$ cat config.mk
export PLATFORM = sky130hd
export DESIGN_NAME = button_debounce_autorepeat
export DESIGN_NICKNAME = d
export VERILOG_FILES = /design/src/hw/rtl/bda_pkg.sv /design/src/hw/rtl/bda_core.sv /design/src/hw/rtl/button_debounce_autorepeat.sv
export SDC_FILE = /design/constraint.sdc
export NUM_CORES = 1
export LEC_CHECK = 0
export ABC_CLOCK_PERIOD_IN_PS = 4000
export BUFFER_PORTS_ARGS = -buffer_cell sky130_fd_sc_hd__buf_4
export CORE_MARGIN = 2
export CORE_UTILIZATION = 30
export CTS_BUF_LIST = sky130_fd_sc_hd__clkbuf_8
export CTS_CLUSTER_DIAMETER = 200
export CTS_CLUSTER_SIZE = 30
export DETAILED_ROUTE_END_ITERATION = 16
export PLACE_DENSITY_LB_ADDON = 0.08
export SLEW_MARGIN = 20
export SYNTH_ARGS = -nofsm -noshare
export SYNTH_HDL_FRONTEND = slang
export SYNTH_SLANG_ARGS = --single-unit
$ cat constraint.sdc
create_clock -name clk_i -period 4 [get_ports clk_i]
set_input_delay 0.6 -clock clk_i [delete_from_list [all_inputs] [get_ports clk_i]]
set_output_delay 0.6 -clock clk_i [all_outputs]
set_load 0.005 [all_outputs]
$ cat src/hw/rtl/bda_pkg.sv
// ----------------------------------------------------------------------------
// bda_pkg
// Shared types and constants for the button debouncer with auto-repeat.
// ----------------------------------------------------------------------------
package bda_pkg;

  localparam int unsigned AgeW  = 16;
  localparam int unsigned WordW = 11;

  localparam logic [AgeW-1:0] AgeMax          = '1;
  localparam logic [AgeW-1:0] DebounceReset   = 16'd500;

  // hold tiers and the click interval for each
  localparam logic [AgeW-1:0] HoldTier4       = 16'd40000;
  localparam logic [AgeW-1:0] HoldTier3       = 16'd20000;
  localparam logic [AgeW-1:0] HoldTier2       = 16'd10000;
  localparam logic [AgeW-1:0] HoldTier1       = 16'd5000;
  localparam logic [AgeW-1:0] ClickGap4       = 16'd1000;
  localparam logic [AgeW-1:0] ClickGap3       = 16'd2000;
  localparam logic [AgeW-1:0] ClickGap2       = 16'd3000;
  localparam logic [AgeW-1:0] ClickGap1       = 16'd4000;

  // bit positions in the packed pin word
  localparam int unsigned BitMinUp    = 10;
  localparam int unsigned BitMinDown  = 9;
  localparam int unsigned BitSecUp    = 8;
  localparam int unsigned BitSecDown  = 7;
  localparam int unsigned BitReset    = 6;
  localparam int unsigned BitStart    = 5;
  localparam int unsigned BitBypass   = 4;

  typedef logic [WordW-1:0] word_t;

  typedef struct packed {
    logic       min_up;
    logic       min_dn;
    logic       sec_up;
    logic       sec_dn;
    logic       reset;
    logic       run_pause;
    logic       bypass;
    logic [3:0] program_code;
    logic       repeat_click;
  } status_t;

  // saturating increment of an age counter
  function automatic logic [AgeW-1:0] age_inc(input logic [AgeW-1:0] a);
    return (a == AgeMax) ? a : a + 1'b1;
  endfunction

endpackage

$ cat src/hw/rtl/bda_core.sv
// ----------------------------------------------------------------------------
// bda_core
// Age counters, debounce threshold and auto-repeat logic. Computes the
// status of one tick from the sampled word and commits the state on advance.
// ----------------------------------------------------------------------------
module bda_core (
  input  logic             clk_i,
  input  logic             rst_ni,
  input  logic             cfg_we_i,
  input  logic [15:0]      cfg_wdata_i,
  input  logic             advance_i,
  input  bda_pkg::word_t   word_i,
  output bda_pkg::status_t status_o
);
  import bda_pkg::*;

  logic [AgeW-1:0] debounce_q;
  word_t           word_q;
  logic            bypass_level_q;
  logic [AgeW-1:0] bypass_age_q, bypass_age_d;
  logic [AgeW-1:0] stable_age_q, stable_age_d;
  logic [AgeW-1:0] click_age_q,  click_age_d;
  logic [AgeW-1:0] click_inc;
  logic            byp;
  logic            stable;
  logic            tier_on;
  logic [AgeW-1:0] gap;
  logic            click;

  // age updates for this tick
  assign byp          = word_i[BitBypass];
  assign bypass_age_d = (byp != bypass_level_q) ? '0 : age_inc(bypass_age_q);
  assign stable_age_d = (word_i != word_q) ? '0 : age_inc(stable_age_q);
  assign stable       = (stable_age_d >= debounce_q);

  // repeat interval by hold tier
  always_comb begin
    tier_on = 1'b1;
    if (stable_age_d >= HoldTier4) begin
      gap = ClickGap4;
    end else if (stable_age_d >= HoldTier3) begin
      gap = ClickGap3;
    end else if (stable_age_d >= HoldTier2) begin
      gap = ClickGap2;
    end else if (stable_age_d >= HoldTier1) begin
      gap = ClickGap1;
    end else begin
      gap     = AgeMax;
      tier_on = 1'b0;
    end
  end

  assign click_inc   = age_inc(click_age_q);
  assign click       = tier_on && (click_inc > gap);
  assign click_age_d = click ? '0 : click_inc;

  // status of this tick
  always_comb begin
    status_o.min_up       = stable & word_i[BitMinUp];
    status_o.min_dn       = stable & word_i[BitMinDown];
    status_o.sec_up       = stable & word_i[BitSecUp];
    status_o.sec_dn       = stable & word_i[BitSecDown];
    status_o.reset        = stable & word_i[BitReset];
    status_o.run_pause    = stable & word_i[BitStart];
    status_o.bypass       = (bypass_age_d > debounce_q) ? byp : (stable & byp);
    status_o.program_code = word_i[3:0];
    status_o.repeat_click = click;
  end

  // debounce time register
  always_ff @(posedge clk_i or negedge rst_ni) begin
    if (!rst_ni) begin
      debounce_q <= DebounceReset;
    end else if (cfg_we_i) begin
      debounce_q <= cfg_wdata_i;
    end
  end

  // state commit
  always_ff @(posedge clk_i or negedge rst_ni) begin
    if (!rst_ni) begin
      word_q         <= '0;
      bypass_level_q <= 1'b0;
      bypass_age_q   <= '0;
      stable_age_q   <= '0;
      click_age_q    <= '0;
    end else if (advance_i) begin
      word_q         <= word_i;
      bypass_level_q <= byp;
      bypass_age_q   <= bypass_age_d;
      stable_age_q   <= stable_age_d;
      click_age_q    <= click_age_d;
    end
  end

endmodule

$ cat src/hw/rtl/button_debounce_autorepeat.sv
// ----------------------------------------------------------------------------
// button_debounce_autorepeat
// Debounces the timer buttons of four raw port bytes and produces
// auto-repeat clicks that speed up with hold time.
//
//   channel  signals                      direction  meaning
//   in       in_valid_i / in_ready_o      in         one sample tick
//   out      out_valid_o / out_ready_i    out        status of one tick
//   cfg      cfg_we_i / cfg_wdata_i       in         debounce time
//
// One tick per cycle unless a result stalls; input register, then result
// register. The counters and compares sit in one stage between them.
// Reset clears all ages and the word, and loads a debounce time of 500.
// A stalled result holds the result register; the input register still
// takes a tick while it is empty, or while the result register is free or
// being drained.
// ----------------------------------------------------------------------------
module button_debounce_autorepeat (
  input  logic        clk_i,
  input  logic        rst_ni,
  input  logic        cfg_we_i,
  input  logic [15:0] cfg_wdata_i,
  input  logic        in_valid_i,
  output logic        in_ready_o,
  input  logic [7:0]  port_a_i,
  input  logic [7:0]  port_b_i,
  input  logic [7:0]  port_c_i,
  input  logic [7:0]  port_e_i,
  output logic        out_valid_o,
  input  logic        out_ready_i,
  output logic        min_up_pressed_o,
  output logic        min_down_pressed_o,
  output logic        sec_up_pressed_o,
  output logic        sec_down_pressed_o,
  output logic        reset_pressed_o,
  output logic        start_pause_pressed_o,
  output logic        bypass_pressed_o,
  output logic [3:0]  program_code_o,
  output logic        repeat_click_o
);
  import bda_pkg::*;

  logic    in_valid_q;
  word_t   in_word_q;
  logic    out_valid_q;
  status_t out_q;
  status_t status;
  logic    advance;
  logic    in_take;

  // stage handshake
  assign advance    = in_valid_q && (!out_valid_q || out_ready_i);
  assign in_ready_o = !in_valid_q || advance;
  assign in_take    = in_valid_i && in_ready_o;

  // input register: pack the pins of interest
  always_ff @(posedge clk_i or negedge rst_ni) begin
    if (!rst_ni) begin
      in_valid_q <= 1'b0;
    end else if (in_ready_o) begin
      in_valid_q <= in_valid_i;
    end
  end

  always_ff @(posedge clk_i) begin
    if (in_take) begin
      in_word_q <= {port_c_i[3:2], port_a_i[5:4], port_e_i[2:0], port_b_i[5:2]};
    end
  end

  bda_core u_core (
    .clk_i      (clk_i),
    .rst_ni     (rst_ni),
    .cfg_we_i   (cfg_we_i),
    .cfg_wdata_i(cfg_wdata_i),
    .advance_i  (advance),
    .word_i     (in_word_q),
    .status_o   (status)
  );

  // result register
  always_ff @(posedge clk_i or negedge rst_ni) begin
    if (!rst_ni) begin
      out_valid_q <= 1'b0;
    end else if (!out_valid_q || out_ready_i) begin
      out_valid_q <= in_valid_q;
    end
  end

  always_ff @(posedge clk_i) begin
    if (advance) begin
      out_q <= status;
    end
  end

  assign out_valid_o           = out_valid_q;
  assign min_up_pressed_o      = out_q.min_up;
  assign min_down_pressed_o    = out_q.min_dn;
  assign sec_up_pressed_o      = out_q.sec_up;
  assign sec_down_pressed_o    = out_q.sec_dn;
  assign reset_pressed_o       = out_q.reset;
  assign start_pause_pressed_o = out_q.run_pause;
  assign bypass_pressed_o      = out_q.bypass;
  assign program_code_o        = out_q.program_code;
  assign repeat_click_o        = out_q.repeat_click;

endmodule

==> flow_summary.ini <==
[global_route]
grtUsageTotal_pct = 16.4
grt_pass1_vias = 5692
grt_pass1_wl_mm = 29.6
initial_antenna_violation_count = 0
grt_start_max_net_pins = 63
grt_overflow_total = 0

[critical_path]
cp_cell_sequence = ha_4 > nand3_4 > or4_4 > a21oi_4 > o31ai_4 > nor3b_4 > o311ai_4 > buf_4 > nor2_1 > ha_1 > nand3_1 > o21ai_1 > o21ai_2 > a2111oi_4 > o221a_1 > buf_6 > buf_4 > o22ai_1
timing.critical_path.arrival_ns = 4.34
critical_path_buf_inv_count = 3
setup.worst_path.start_class = flop
worstSetupEndpointType = flop
critical_path.most_common_cell = buf_4
setup.worst_path.class = reg -> reg
critPathMaxFanout = 8
worst_ep_required_time_ns = 4.27
timing.critical_path.slowest_stage_cell = or4_4
critical_path.top_delay_family = compound AO/OA/AOI/OAI gates
max_stage_delay_ns = 0.63

[layout]
diodes = 0
multi_input_area_sq_um = 3990
fin_util_pct = 40.3
num-nets-final = 968
final_layout_size_suffix_gt1_share_pct = 30.0
filler_cell_count = 2173
area.sequential_sq_um = 2630
layoutNonFillerInstCount = 1152
final_cell_area_sq_um = 8550
area_growth_pct = 31.0

[floorplanning]
die-width_um = 152
ioPinCount = 67
dieArea_sq_um = 23000
start_util_pct = 30.8
coreArea_sq_um = 21200
std_cell_rows = 53
die-height_um = 152

[worst_hold_path]
min_path_type = in -> async

[pwr]
vdd_drop_max_mv = 0.170
p_sw_uw = 802
seq_power_share_pct = 50.8
p_sw_share_pct = 33.8
p_leak_uw = 0.00387
clockPowerShare_pct = 29.9
cellPowerDensity_nw_per_um2 = 278
internal-power_uw = 1570
total_power_draw_uw = 2370
comb_power_share_pct = 19.3

[synth]
synthesis.area_per_instance_sq_um = 8.91
synth.most_common_cell = nand2_1
synth.largest_area_cell = dfrtp_1
synth_cells = 733
synthesis.yosys.warnings = 0
postSynthRegisterBits = 100
synth-edff-count = 23
synthesis.area_sq_um = 6530
number_of_library_cell_types_mapped_by_synthesis = 69
synth_seq_area_share_pct = 40.2
synth-async-reset-ratio_pct = 77.0
yosys.area.top_type_share_pct = 27.2
synth_fp_nets = 829
synthFlopType = dfrtp_1
ys_top_cells_by_count = 143 x nand2_1, 71 x dfrtp_1, 57 x o21ai_0, 43 x ha_1, 41 x nor2_1
netlist_top_cells_area = dfrtp_1 27%, edfxtp_1 11%, ha_1 8.2%, nand2_1 8.2%, o21ai_0 4.4%

[sta]
hold_viol = 0
rsz0062_at_grt = yes
min_period_ns = 4.06
timing.final.max_slew_violations = 0
tightestPinTransition_ns = 0.834
max_slew_margin_pct = 44.3
maxClockFrequency_ghz = 0.246
layout_worst_path_cycle_share_pct = 102
finalSetupViolCount = 11
clock_skew_ns = 0.0243
worst_slack_ns = -0.0619
hold_slack_final_ns = 0.251

[place]
dpl.cell_count = 1118
buffer_ports.inserted = 45
placed_cell_area_sq_um = 7900
detailedPlacementHpwl_mm = 13.4
place_congestion = 0.841

[cts]
number_of_buffers_created_by_cts = 9
clock_sinks = 100
cts.reportedPaths.clkPinSlew_ns = 0.13
hold_buffers = 0
clkLatencyLatePin_ns = 0.40
ctsLongestPathBuffers = 2
clock_tree.root_cell = clkbuf_8
clock_tree.htree_level_count = 3
cts_tree = done

[outcome]
outcome = finished, violations left
violations = setup timing

[drt]
route.detailed.vias_per_inst = 5.06
wl_per_cell_um = 16.0
drt_iter0_markers = 233
drtAntennaViolNets = 0
vias = 5834
totalWireLength_mm = 18.4
dr.pass1.iters = 4
post-route-drc-count = 0

[job]
cap_viol_max_count = 0
## routing by layer
metal  global-route usage, %  wire, um
met1                    22.3      8740
met2                    27.4      8980
met4                    5.60       272
met3                    1.62       403
met5                       0         0
## timing repair
action,4_1_cts,5_1_grt
setup endpoints to repair,19,24
buffers inserted,7,11
resized for setup,32,32
pin swaps,20,26
## power by group through the flow
| stage | registers (uW) | logic, uW | clock network [uW] |
|---|---|---|---|
| after floorplan | 1200 | 289 | 0 |
| after global placement | 1220 | 435 | 0 |
| after detailed placement | 1220 | 446 | 0 |
| after CTS | 1200 | 454 | 742 |
| after global routing | 1220 | 521 | 777 |
| final | 1210 | 459 | 711 |
## area by class of cell
cell class	count	share of cell area, %
multi-input cells	564	46.6
flip-flops and latches	100	30.7
repair buffers	158	14.4
well taps	275	4.02
inverters	39	1.74
clock buffers	9	1.45
clock inverters	7	1.04
## logic make-up after synthesis
kind of cell / share of synthesized area [%]
multiplexers: 2.34
AO/OA/AOI/OAI: 17.8
XOR/XNOR: 4.16
AND/OR/NAND/NOR: 23.0
adder cells (fa/ha/maj): 8.24
buffers and inverters: 4.33
flip-flops: 40.2
## state kept, by name (all words and copies together) (netlist names)
signal,flops
min_up_pressed_o,1
u_core.debounce_q,16
min_down_pressed_o,1
u_core.bypass_age_q,16
u_core.click_age_q,16
sec_down_pressed_o,1
reset_pressed_o,1
u_core.stable_age_q,16
in_valid_q,1
start_pause_pressed_o,1
u_core.word_q,11
in_word_q,11
bypass_pressed_o,1
out_valid_o,1
program_code_o,4
sec_up_pressed_o,1
repeat_click_o,1
## path summary, 6_finish.rpt
check	from	endpoint	slack, ns	depth (start not counted)
min in group clk_i	port_a_i[5]	in_word_q[8]	0.37	1
hold / removal	rst_ni	u_core.click_age_q[1]	0.25	1
setup / recovery	u_core.stable_age_q[0]	u_core.click_age_q[5]	-0.06	18
hold reg to reg	u_core.word_q[9]	u_core.word_q[9]	0.51	2
setup reg to reg	u_core.stable_age_q[0]	u_core.click_age_q[5]	-0.06	18
max in group asynchronous	rst_ni	u_core.bypass_age_q[13]	2.89	2
## placed cells by master (no fill, tap or decap), drive strengths merged, types with 11 or more instances in the layout
master,n
o31ai,15
a21oi,23
buf,158
nand4,20
inv,41
nor2,42
nand2,143
xor2,21
nor4,13
edfxtp,23
ha,43
nand3,19
or2,11
o21ai,61
dfrtp,71
## per-stage QoR
| step | TNS (ns) | setup slack (ns) |
|---|---|---|
| after floorplan | -0.0617 | -0.0617 |
| after global placement | -3.10 | -0.206 |
| after detailed placement | -2.37 | -0.212 |
| after CTS | 0 | 0.0104 |
| after global routing | -3.63 | -0.227 |
| final | -0.316 | -0.0619 |
Power figures use the tool's default switching activity.
